$ cat config.mk
export PLATFORM = sky130hd
export DESIGN_NAME = signed_radix_to_text
export DESIGN_NICKNAME = d
export VERILOG_FILES = /design/src/design/srtt_pkg.sv /design/src/design/signed_radix_to_text.sv /design/src/design/srtt_cfg.sv /design/src/design/srtt_ctrl.sv /design/src/design/srtt_dp.sv
export SDC_FILE = /design/constraint.sdc
export NUM_CORES = 1
export LEC_CHECK = 0
export BUFFER_PORTS_ARGS = -buffer_cell sky130_fd_sc_hd__buf_4
export CAP_MARGIN = 10
export CELL_PAD_IN_SITES_DETAIL_PLACEMENT = 0
export CELL_PAD_IN_SITES_GLOBAL_PLACEMENT = 1
export CORE_UTILIZATION = 51
export DETAILED_ROUTE_END_ITERATION = 7
export PLACE_DENSITY = 0.83
export SYNTH_ARGS = -nofsm -noshare
export SYNTH_HDL_FRONTEND = slang
export SYNTH_SLANG_ARGS = --single-unit
$ cat constraint.sdc
create_clock -name clk_i -period 16.7 [get_ports clk_i]
set_clock_uncertainty 0.1 [all_clocks]
set_input_delay 2.505 -clock clk_i [delete_from_list [all_inputs] [get_ports clk_i]]
set_output_delay 2.505 -clock clk_i [all_outputs]
set_load 0.005 [all_outputs]
$ cat src/design/srtt_pkg.sv
// Shared types and constants of the signed radix to text converter.
package srtt_pkg;

  localparam int unsigned SYM_W     = 8;
  localparam int unsigned VAL_W     = 32;
  localparam int unsigned CFG_W     = 64;
  localparam int unsigned RADIX_W   = 5;
  localparam int unsigned TAB_N     = 16;
  localparam int unsigned TAB_IDX_W = 4;
  localparam int unsigned CHUNK_W   = 8;

  typedef enum logic [1:0] {
    CFG_RADIX  = 2'd0,
    CFG_SYM_LO = 2'd1,
    CFG_SYM_HI = 2'd2
  } cfg_idx_e;

  localparam logic [SYM_W-1:0]   CHAR_PLUS  = 8'h2B;
  localparam logic [SYM_W-1:0]   CHAR_MINUS = 8'h2D;
  localparam logic [RADIX_W-1:0] RADIX_MIN  = 5'd2;
  localparam logic [RADIX_W-1:0] RADIX_RST  = 5'd16;
  localparam logic [CFG_W-1:0]   SYM_LO_RST = 64'h3736353433323130;
  localparam logic [CFG_W-1:0]   SYM_HI_RST = 64'h6665646362613938;

  typedef logic [TAB_N-1:0][SYM_W-1:0] sym_tab_t;

  typedef struct packed {
    logic load;
    logic div_step;
    logic emit_sign;
    logic emit_digit;
  } srtt_cmd_t;

  typedef struct packed {
    logic digit_done;
    logic quot_zero;
    logic neg;
    logic last_digit;
    logic slot_free;
  } srtt_sts_t;

endpackage

$ cat src/design/signed_radix_to_text.sv
// Top level of the signed radix to text converter.
// Each input beat on the slave stream carries one signed integer; its low VALUE_BITS
// bits are converted to text and leave on the master stream as one character per
// beat: a leading '-' for a negative value, then the digits most significant first,
// with tlast on the final character. Digits are looked up in the configured alphabet
// of radix symbols. If the alphabet is invalid the beat is taken and nothing is sent.
// Configuration writes take effect at the clock edge of the write; the user must
// make them only while the block is idle, which the block itself does not enforce.
// For each digit the long divider divides the whole value by the radix, retiring
// eight quotient bits per cycle; each character then leaves through the output
// register, one per cycle while the receiver does not stall. The next item is taken
// while the last character still waits.
// When the receiver stalls, the output register holds its beat and the block waits.
// Reset loads radix 16 with alphabet "0123456789abcdef" and empties all stages.
module signed_radix_to_text import srtt_pkg::*; #(
  parameter int unsigned MAX_RADIX  = 16,
  parameter int unsigned VALUE_BITS = 32
) (
  input  logic             clk_i,
  input  logic             rst_ni,
  input  logic             s_axis_tvalid,
  output logic             s_axis_tready,
  input  logic [VAL_W-1:0] s_axis_tdata,   // value
  output logic             m_axis_tvalid,
  input  logic             m_axis_tready,
  output logic [SYM_W-1:0] m_axis_tdata,   // symbol
  output logic             m_axis_tlast,
  input  logic             cfg_we_i,
  input  logic [1:0]       cfg_idx_i,
  input  logic [CFG_W-1:0] cfg_data_i
);

  logic [RADIX_W-1:0] radix;
  sym_tab_t           sym_tab;
  logic               alpha_ok;
  srtt_cmd_t          cmd;
  srtt_sts_t          sts;

  srtt_cfg #(
    .MAX_RADIX(MAX_RADIX)
  ) u_cfg (
    .clk_i      (clk_i),
    .rst_ni     (rst_ni),
    .cfg_we_i   (cfg_we_i),
    .cfg_idx_i  (cfg_idx_i),
    .cfg_data_i (cfg_data_i),
    .radix_o    (radix),
    .sym_tab_o  (sym_tab),
    .alpha_ok_o (alpha_ok)
  );

  srtt_ctrl u_ctrl (
    .clk_i      (clk_i),
    .rst_ni     (rst_ni),
    .in_valid_i (s_axis_tvalid),
    .in_ready_o (s_axis_tready),
    .alpha_ok_i (alpha_ok),
    .sts_i      (sts),
    .cmd_o      (cmd)
  );

  srtt_dp #(
    .MAX_RADIX (MAX_RADIX),
    .VALUE_BITS(VALUE_BITS)
  ) u_dp (
    .clk_i       (clk_i),
    .rst_ni      (rst_ni),
    .value_i     (s_axis_tdata),
    .radix_i     (radix),
    .sym_tab_i   (sym_tab),
    .cmd_i       (cmd),
    .sts_o       (sts),
    .out_ready_i (m_axis_tready),
    .out_valid_o (m_axis_tvalid),
    .out_sym_o   (m_axis_tdata),
    .out_last_o  (m_axis_tlast)
  );

endmodule

$ cat src/design/srtt_cfg.sv
// Configuration registers and alphabet validity check.
module srtt_cfg import srtt_pkg::*; #(
  parameter int unsigned MAX_RADIX = 16
) (
  input  logic               clk_i,
  input  logic               rst_ni,
  input  logic               cfg_we_i,
  input  logic [1:0]         cfg_idx_i,
  input  logic [CFG_W-1:0]   cfg_data_i,
  output logic [RADIX_W-1:0] radix_o,
  output sym_tab_t           sym_tab_o,
  output logic               alpha_ok_o
);

  logic [RADIX_W-1:0] radix_q;
  logic [CFG_W-1:0]   sym_lo_q;
  logic [CFG_W-1:0]   sym_hi_q;
  sym_tab_t           tab;
  logic               bad;

  always_ff @(posedge clk_i or negedge rst_ni) begin
    if (!rst_ni) begin
      radix_q  <= RADIX_RST;
      sym_lo_q <= SYM_LO_RST;
      sym_hi_q <= SYM_HI_RST;
    end else if (cfg_we_i) begin
      case (cfg_idx_e'(cfg_idx_i))
        CFG_RADIX:  radix_q  <= cfg_data_i[RADIX_W-1:0];
        CFG_SYM_LO: sym_lo_q <= cfg_data_i;
        CFG_SYM_HI: sym_hi_q <= cfg_data_i;
        default: ;
      endcase
    end
  end

  assign tab = {sym_hi_q, sym_lo_q};

  always_comb begin
    bad = (radix_q < RADIX_MIN) || (radix_q > RADIX_W'(MAX_RADIX));
    for (int i = 0; i < MAX_RADIX; i++) begin
      if (RADIX_W'(i) < radix_q) begin
        if (tab[i] == CHAR_PLUS || tab[i] == CHAR_MINUS) begin
          bad = 1'b1;
        end
        for (int j = i + 1; j < MAX_RADIX; j++) begin
          if (RADIX_W'(j) < radix_q && tab[i] == tab[j]) begin
            bad = 1'b1;
          end
        end
      end
    end
  end

  assign radix_o    = radix_q;
  assign sym_tab_o  = tab;
  assign alpha_ok_o = !bad;

endmodule

$ cat src/design/srtt_ctrl.sv
// Controller state machine sequencing division and character output.
module srtt_ctrl import srtt_pkg::*; (
  input  logic      clk_i,
  input  logic      rst_ni,
  input  logic      in_valid_i,
  output logic      in_ready_o,
  input  logic      alpha_ok_i,
  input  srtt_sts_t sts_i,
  output srtt_cmd_t cmd_o
);

  typedef enum logic [1:0] {
    S_IDLE,
    S_DIV,
    S_SIGN,
    S_DIGITS
  } state_e;

  state_e state_q;
  state_e state_d;

  always_ff @(posedge clk_i or negedge rst_ni) begin
    if (!rst_ni) begin
      state_q <= S_IDLE;
    end else begin
      state_q <= state_d;
    end
  end

  always_comb begin
    state_d    = state_q;
    cmd_o      = '0;
    in_ready_o = 1'b0;
    case (state_q)
      S_IDLE: begin
        in_ready_o = 1'b1;
        if (in_valid_i && alpha_ok_i) begin
          cmd_o.load = 1'b1;
          state_d    = S_DIV;
        end
      end
      S_DIV: begin
        cmd_o.div_step = 1'b1;
        if (sts_i.digit_done && sts_i.quot_zero) begin
          state_d = sts_i.neg ? S_SIGN : S_DIGITS;
        end
      end
      S_SIGN: begin
        if (sts_i.slot_free) begin
          cmd_o.emit_sign = 1'b1;
          state_d         = S_DIGITS;
        end
      end
      S_DIGITS: begin
        if (sts_i.slot_free) begin
          cmd_o.emit_digit = 1'b1;
          if (sts_i.last_digit) begin
            state_d = S_IDLE;
          end
        end
      end
      default: state_d = S_IDLE;
    endcase
  end

endmodule

$ cat src/design/srtt_dp.sv
// Datapath: chunked long division, digit stack and output register.
module srtt_dp import srtt_pkg::*; #(
  parameter int unsigned MAX_RADIX  = 16,
  parameter int unsigned VALUE_BITS = 32
) (
  input  logic               clk_i,
  input  logic               rst_ni,
  input  logic [VAL_W-1:0]   value_i,
  input  logic [RADIX_W-1:0] radix_i,
  input  sym_tab_t           sym_tab_i,
  input  srtt_cmd_t          cmd_i,
  output srtt_sts_t          sts_o,
  input  logic               out_ready_i,
  output logic               out_valid_o,
  output logic [SYM_W-1:0]   out_sym_o,
  output logic               out_last_o
);

  localparam int unsigned DigW  = (MAX_RADIX > 2) ? $clog2(MAX_RADIX) : 1;
  localparam int unsigned RemW  = DigW + 1;
  localparam int unsigned Steps = (VALUE_BITS + CHUNK_W - 1) / CHUNK_W;
  localparam int unsigned PadW  = Steps * CHUNK_W;
  localparam int unsigned StepW = (Steps > 1) ? $clog2(Steps) : 1;
  localparam int unsigned CntW  = $clog2(VALUE_BITS + 1);

  logic [PadW-1:0]       work_q;
  logic [DigW-1:0]       rem_q;
  logic                  neg_q;
  logic [StepW-1:0]      step_q;
  logic [CntW-1:0]       cnt_q;
  logic [DigW-1:0]       stk_q [VALUE_BITS];
  logic                  out_valid_q;
  logic [SYM_W-1:0]      out_sym_q;
  logic                  out_last_q;

  logic [VALUE_BITS-1:0] raw;
  logic [VALUE_BITS-1:0] mag;
  logic [RemW-1:0]       divisor;
  logic [RemW-1:0]       trial;
  logic [RemW-1:0]       diff;
  logic [DigW-1:0]       rem_nx;
  logic [CHUNK_W-1:0]    quo;
  logic [PadW-1:0]       work_nx;
  logic                  digit_done;
  logic                  last_digit;
  logic                  slot_free;

  assign raw     = value_i[VALUE_BITS-1:0];
  assign mag     = raw[VALUE_BITS-1] ? (~raw + 1'b1) : raw;
  assign divisor = RemW'(radix_i);

  always_comb begin
    rem_nx = rem_q;
    quo    = '0;
    trial  = '0;
    diff   = '0;
    for (int k = 0; k < CHUNK_W; k++) begin
      trial = {rem_nx, work_q[PadW-1-k]};
      diff  = trial - divisor;
      if (trial >= divisor) begin
        quo[CHUNK_W-1-k] = 1'b1;
        rem_nx           = diff[DigW-1:0];
      end else begin
        rem_nx = trial[DigW-1:0];
      end
    end
  end

  assign work_nx    = PadW'({work_q, quo});
  assign digit_done = (step_q == StepW'(Steps - 1));
  assign last_digit = (cnt_q == CntW'(1));
  assign slot_free  = !out_valid_q || out_ready_i;

  always_ff @(posedge clk_i or negedge rst_ni) begin
    if (!rst_ni) begin
      step_q      <= '0;
      cnt_q       <= '0;
      out_valid_q <= 1'b0;
    end else begin
      if (cmd_i.load) begin
        step_q <= '0;
        cnt_q  <= '0;
      end else if (cmd_i.div_step) begin
        if (digit_done) begin
          step_q <= '0;
          cnt_q  <= cnt_q + 1'b1;
        end else begin
          step_q <= step_q + 1'b1;
        end
      end else if (cmd_i.emit_digit) begin
        cnt_q <= cnt_q - 1'b1;
      end
      if (cmd_i.emit_sign || cmd_i.emit_digit) begin
        out_valid_q <= 1'b1;
      end else if (out_ready_i) begin
        out_valid_q <= 1'b0;
      end
    end
  end

  always_ff @(posedge clk_i) begin
    if (cmd_i.load) begin
      work_q <= PadW'(mag);
      rem_q  <= '0;
      neg_q  <= raw[VALUE_BITS-1];
    end else if (cmd_i.div_step) begin
      work_q <= work_nx;
      rem_q  <= digit_done ? '0 : rem_nx;
      if (digit_done) begin
        stk_q[0] <= rem_nx;
        for (int i = 1; i < VALUE_BITS; i++) begin
          stk_q[i] <= stk_q[i-1];
        end
      end
    end else if (cmd_i.emit_digit) begin
      for (int i = 0; i < VALUE_BITS - 1; i++) begin
        stk_q[i] <= stk_q[i+1];
      end
    end
    if (cmd_i.emit_sign) begin
      out_sym_q  <= CHAR_MINUS;
      out_last_q <= 1'b0;
    end else if (cmd_i.emit_digit) begin
      out_sym_q  <= sym_tab_i[TAB_IDX_W'(stk_q[0])];
      out_last_q <= last_digit;
    end
  end

  assign sts_o.digit_done = digit_done;
  assign sts_o.quot_zero  = (work_nx == '0);
  assign sts_o.neg        = neg_q;
  assign sts_o.last_digit = last_digit;
  assign sts_o.slot_free  = slot_free;

  assign out_valid_o = out_valid_q;
  assign out_sym_o   = out_sym_q;
  assign out_last_o  = out_last_q;

endmodule

; Word level (Yosys, flattened, before mapping)
; Memory sizes are Yosys's and may differ from the RTL's.
; Index checks and enable logic that the tools add are counted.
[word_totals]
regBits = 190
mem_bits_rw = 128
input_bits = 103
output_inout_bits = 11
elab_cells = 639
mem_count = 1
[classes]
addsub = 12
n_lt_le_gt_ge = 27
n_eq_ne = 165
mux = 236
bitwise = 32
reduce_logical = 154
[mem_list]
columns = memory, depth, width, read_ports, rd_ports_with_merged_regs, wr, line
row1 = u_dp.stk_q, 32, 4, 32, 0, 32, srtt_dp.sv:31  ; logic [DigW-1:0] stk_q [VALUE_BITS];
[op_table]
columns = cell, count
row1 = $eq A8 B8 Y1, 120
row2 = $eq A8 B6 Y1 const B, 32
row3 = $mux W1, 178
row4 = $mux W4, 40
row5 = $logic_and A1 B1 Y1, 122
row6 = $mux W32, 3
row7 = $ge A5 B5 Y1, 8
row8 = $lt A4 B5 Y1 const A, 8
row9 = $add A32 B1 Y32 const B, 1
row10 = $bmux W8 S4, 1
row11 = $logic_not A32 Y1, 1
row12 = $not A32 Y32, 1
row13 = $sub A4 B4 Y4, 8
row14 = $or A1 B1 Y1, 31
row15 = $mux W6, 4
row16 = $lt A3 B5 Y1 const A, 4
row17 = $logic_or A1 B1 Y1, 19
row18 = $mux W2, 8
row19 = $lt A1 B5 Y1 const A, 2
row20 = $lt A2 B5 Y1 const A, 2
row21 = $ne A2 B1 Y1 const B, 5
row22 = $eq A2 B2 Y1 const B, 4
row23 = $mux W8, 1
row24 = $pmux W2 S4, 1
row25 = 15 further kinds, 22

; Logic depth before layout (Yosys ltp)
[logic_depth]
depth_word = 161
depth_mapped = 76

; Modules after synthesis
; A second synthesis with hierarchy kept.
[unflattened]
hier_cells = 3128
hier_area_um2 = 29224.3
[modules_own_cells]
columns = module, n_inst, cells_per_inst, area_each_um2, seq_area_each_um2
row1 = srtt_cfg, 1, 1988, 17869.6, 3399.5
row2 = srtt_dp, 1, 1118, 11136.9, 5320.1
row3 = srtt_ctrl, 1, 22, 217.7, 50.0

; Worst setup path before layout
; No wires, ideal clock.
[synth_timing]
kind = reg-to-reg
startpoint = register u_cfg.radix_q[1], in the netlist u_cfg.radix_o[1]
endpoint = register u_ctrl.state_q[1]
setup_time_ns = 0.120
arrival_time_ns = 13.654
path_slack_ns = 2.825
stages_incl_launch_ff = 75
synth_period_minus_slack_ns = 13.875
cell_sequence = dfrtp_1 -> buf_2 -> inv_1 -> ha_1 -> nor2b_1 -> o21ai_0 -> nand2b_1 -> o21a_1 -> o21ai_0 -> nand2b_1 -> clkbuf_1 -> mux2i_1 -> ha_1 -> a21o_1 -> a21o_1 -> a21o_1 -> a21oi_1 -> nor2_1 -> [39 not listed] -> o21ai_0 -> nand3b_1 -> a21o_1 -> a21o_1 -> o21ai_0 -> inv_1 -> ha_1 -> nor2b_1 -> o21ai_0 -> a31oi_1 -> o21ai_0 -> nand2b_1 -> clkbuf_1 -> or4_1 -> or4_1 -> a21oi_1 -> a21oi_1 -> a31o_2
[synth_between]
elab_chain_cells = 158
word_cells_on_any_way = 328
[synth_rtl]
columns = element, line
row1 = start: declaration, srtt_cfg.sv:15  ; logic [RADIX_W-1:0] radix_q;
row2 = start signal: assignment, srtt_cfg.sv:28  ; CFG_RADIX: radix_q <= cfg_data_i[RADIX_W-1:0];
row3 = $lt A5 B2 Y1 / $gt A5 B5 Y1 (equally long branches), srtt_cfg.sv:39  ; bad = (radix_q < RADIX_MIN) || (radix_q > RADIX_W'(MAX_RADIX));
row4 = $logic_or A1 B1 Y1, srtt_cfg.sv:39
row5 = $mux W1, srtt_cfg.sv:42  ; if (tab[i] == CHAR_PLUS || tab[i] == CHAR_MINUS) begin
row6 = $mux W1 (15 in series), srtt_cfg.sv:46  ; if (RADIX_W'(j) < radix_q && tab[i] == tab[j]) begin
row7 = $mux W1, srtt_cfg.sv:41  ; if (RADIX_W'(i) < radix_q) begin
row8 = $mux W1, srtt_cfg.sv:42
row9 = $mux W1 (14 in series), srtt_cfg.sv:46
row10 = $mux W1, srtt_cfg.sv:41
row11 = [115 not listed], --
row12 = $mux W1, srtt_cfg.sv:46
row13 = $mux W1, srtt_cfg.sv:41
row14 = $mux W1, srtt_cfg.sv:42
row15 = $mux W1, srtt_cfg.sv:41
row16 = $logic_not A1 Y1, srtt_cfg.sv:56  ; assign alpha_ok_o = !bad;
row17 = $logic_and A1 B1 Y1, srtt_ctrl.sv:37  ; if (in_valid_i && alpha_ok_i) begin
row18 = $ne A2 B1 Y1 (no line), --
row19 = $reduce_and A5 Y1 (no line) *, --
row20 = end signal: assignment, srtt_ctrl.sv:26  ; state_q <= state_d;
row21 = end: declaration, srtt_ctrl.sv:19  ; state_e state_q;
; Mark *: on every way between the ends. The rest lies on a longest branch, timed or not.
; A chain may end at the register's enable or synchronous reset.

; Worst setup path after layout
[layout_timing]
startpoint = register u_cfg.radix_q[2], in the netlist u_cfg.radix_o[2]
endpoint = register u_ctrl.state_q[1]
; The elaborated chain is that of the path after synthesis.

==> run_results.csv <==
group,metric,value,unit
final_layout,most_frequent_standard_cell_in_the_layout_excluding_fill_and_tap_cells,"sky130_fd_sc_hd__xnor2_1",
clock_network,post-cts-setup-buffer-count,0,
timing,layout_worst_path_cycle_share,91.4,%
detailed_routing,detail_route.first_pass.iterations,6,
clock_network,clock-root-buffer,"sky130_fd_sc_hd__clkbuf_16",
synthesis,synth_enable_flop_cells,161,
synthesis,yosys-top-cells-area,"sky130_fd_sc_hd__xnor2_1 (23%), sky130_fd_sc_hd__edfxtp_1 (17%), sky130_fd_sc_hd__xor2_1 (8.1%), sky130_fd_sc_hd__dfrtp_1 (7.5%), sky130_fd_sc_hd__mux2_2 (6.7%)",
clock_network,post_cts_resized,0,
hold_path,timing.hold.worst.start,"u_dp.stk_q[1][57]$_DFFE_PP_",
clock_network,tritoncts,"done",
detailed_routing,routed-via-count,23393,
final_layout,share_of_cells_above_drive_strength_1,19.6,%
synthesis,synthesis.instances,2852,
timing,finalSetupTns,0,ns
detailed_routing,average_wire_per_standard_cell,28.9,um
clock_network,numCtsBuffers,37,
clock_network,cts-htree-levels,2,
timing,max_slew_margin,6.72,%
placement,hpwlAfterDp,63600,um
timing,final_period_minus_worst_setup_slack,15.26,ns
placement,portbufs,113,
synthesis,yosys_most_used_dff,"sky130_fd_sc_hd__edfxtp_1",
synthesis,netlist.area_leader.share,22.7,%
flow_run,number_of_maximum_capacitance_constraint_violations,0,
grt,grt_antenna_before_repair,9,
timing,unrepaired_setup_endpoints_after_global_routing,"false",
worst_setup_path,reg2reg_setup_slack,1.44,ns
grt,grt_pass1_vias,22887,
synthesis,synth.distinct_cells,68,
clock_network,cts.clk_slew.worst_paths,0.06,ns
worst_setup_path,rr_startpoint,"u_cfg.radix_o[2]$_DFFE_PN0P_",
worst_setup_path,setup.worst_path.class,"reg2reg",
floorplanning,dieHeight,240,um
worst_setup_path,critical_path.slowest_cell,"sky130_fd_sc_hd__dfrtp_1",
detailed_routing,drc_errors,0,
grt,global_route.usage.total,35.2,%
worst_setup_path,worst_setup_path_end_kind,"flop",
clock_network,worstSkewPairLatency,0.59,ns
final_layout,fillerInstances,4809,
synthesis,ys_seq_elements,318,
grt,grt_first_pass_wirelength,150000,um
floorplanning,rows,86,
worst_setup_path,timing.reg2reg.worst_path_depth,68,
floorplanning,core_region,0.0555,sq mm
synthesis,post-synth-top-area-cell,"sky130_fd_sc_hd__xnor2_1",
synthesis,post_synth_instance_area,0.0289,sq mm
clock_network,cts.sinks,318,
clock_network,cts_hold_repair.buffers,0,
hold_path,worstHoldPathCells,0,
worst_setup_path,critical_path.max_stage_delay,0.65,ns
floorplanning,top_level_ports,114,
final_layout,syn2layout_area_growth,7.20,%
final_layout,finish.net_count,2924,
timing,timing_hold_violations_final,0,
placement,gp_congestion,1.03,
worst_setup_path,cp.arrival,15.62,ns
timing,drv_slew,0,
grt,grt_overflow_total,0,
synthesis,synth_area_per_cell,10.1,sq um
timing,setup_viol,0,
synthesis,asyncSetResetFlopFracSynth,45.3,%
final_layout,mostFrequentLayoutCells,"sky130_fd_sc_hd__xnor2_1 (750), sky130_fd_sc_hd__xor2_1 (267), sky130_fd_sc_hd__buf_4 (197)",
worst_setup_path,worst-endpoint-required,17.06,ns
run_status,run_status,"finished, final reports clean",
floorplanning,design.die.area,0.0576,sq mm
clock_network,cts.path.max_buffers,3,
floorplanning,chipWidth,240,um
worst_setup_path,r2r_end,"u_ctrl.state_q[1]$_DFFE_PN0P_",
synthesis,yosys_warnings,0,
detailed_routing,drc_violation_total_after_the_first_tritonroute_iteration,2730,
synthesis,postSynthNetCount,3013,
grt,grt_start_max_net_pins,84,
detailed_routing,routed_wirelength,102000,um
floorplanning,start_util,52.0,%
timing,fmaxAchievable,65.5,MHz
worst_setup_path,cp-start-kind,"flop",
detailed_routing,antenna_violating_nets_post_route,0,
timing,timing_worst_slew_pin_value,1.40,ns
hold_path,timing.hold.worst.class,"reg2reg",
detailed_routing,drt-vias-per-instance,6.61,
worst_setup_path,crit_path_frequent_cell,"sky130_fd_sc_hd__o21ai_0",
synthesis,ys_seq_area_share,30.4,%
worst_setup_path,timing.critical_path.fanout_max,13,
hold_path,min_delay_worst_endpoint,"u_dp.stk_q[1][61]$_DFFE_PP_",
[layout make-up]
type | instances | area (sq um) | share of cell area (%)
multi-input combinational | 2170 | 18400 | 59.3
clock buffer | 46 | 1010 | 3.26
sequential | 318 | 8770 | 28.3
tap | 748 | 936 | 3.02
antenna | 2 | 5.00 | 0.0162
inverter | 38 | 143 | 0.461
clock inverter | 21 | 250 | 0.808
timing repair buffer | 198 | 1490 | 4.81
[sequential cells by signal (all words and copies together) (netlist names), 4 cells and up]
register        cells
u_cfg.radix_o       5
u_cfg.sym_hi_q     64
u_dp.stk_q        128
u_dp.cnt_q          6
u_cfg.sym_lo_q     64
u_dp.out_sym_o      8
u_dp.work_q        32
u_dp.rem_q          4
[critical path, delay by kind of cell, from the launching register on]
family | cells | cell delay (ns)
AOI/OAI and AO/OA | 31 | 6.25
adders and majority gates | 8 | 2.34
buffers and inverters | 8 | 1.11
DFF | 1 | 0.65
muxes | 4 | 1.47
and+or+nand+nor | 17 | 3.20
[metal layers]
metal	global-route usage (%)	vias up	part of all wire [%]
li1	-	9765	-
met1	44.8	11519	39
met2	51.6	1591	42
met3	12.8	502	13
met4	19.4	16	6.5
met5	1.04	-	0.17
[Yosys cell counts (all sizes together), types with 50 or more instances]
cell and number:
nor4 105, ha 50, xnor2 750, a21oi 62, xor2 267, dfstp 57, nor3 76, mux2 273
dfrtp 87, buf 286, nand4 176, nor2 55, nand2 56, edfxtp 161
[worst max path at each step]
stage	start	end	slack, ns
floorplan	u_cfg.radix_o[1]$_DFFE_PN0P_	u_ctrl.state_q[1]$_DFFE_PN0P_	2.83
global placement	u_cfg.radix_o[2]$_DFFE_PN0P_	u_ctrl.state_q[1]$_DFFE_PN0P_	1.98
detailed placement	u_cfg.radix_o[2]$_DFFE_PN0P_	u_ctrl.state_q[1]$_DFFE_PN0P_	1.58
CTS	u_cfg.radix_o[2]$_DFFE_PN0P_	u_ctrl.state_q[1]$_DFFE_PN0P_	1.47
global route	u_cfg.radix_o[2]$_DFFE_PN0P_	u_ctrl.state_q[1]$_DFFE_PN0P_	0.14
finish	u_cfg.radix_o[2]$_DFFE_PN0P_	u_ctrl.state_q[1]$_DFFE_PN0P_	1.44
[logic make-up (layout without fill, tap and decap cells)]
logic type               after synthesis  after routing  synth area share (%)
other                                  0              2                     0
multiplexers                         326            326                  14.2
buffers and inverters                364            303                  6.20
flip-flops                           318            318                  30.4
XOR/XNOR                            1017           1017                  30.8
AND/OR/NAND/NOR                      580            580                  11.5
AO/OA/AOI/OAI                        189            189                  4.16
adder cells (fa/ha/maj)               58             58                  2.72
[per-stage QoR]
step | cell area [sq um] | worst slack, ns | cells | hold WS (ns) | util, %
floorplan | 28900 | 2.83 | 2852 | 0.322 | -
global placement | 29700 | 1.98 | 3472 | 0.334 | 53.5
detailed placement | 29700 | 1.58 | 3472 | 0.347 | 53.5
CTS | 31000 | 1.47 | 3539 | 0.350 | 55.8
global route | 31000 | 0.137 | 3539 | 0.372 | 55.8
finish | 31000 | 1.44 | 3541 | 0.357 | 55.8
Power is left out: the tool's default activity adds up to more than one toggle a clock period on the data nets, which glitch-free logic cannot reach.
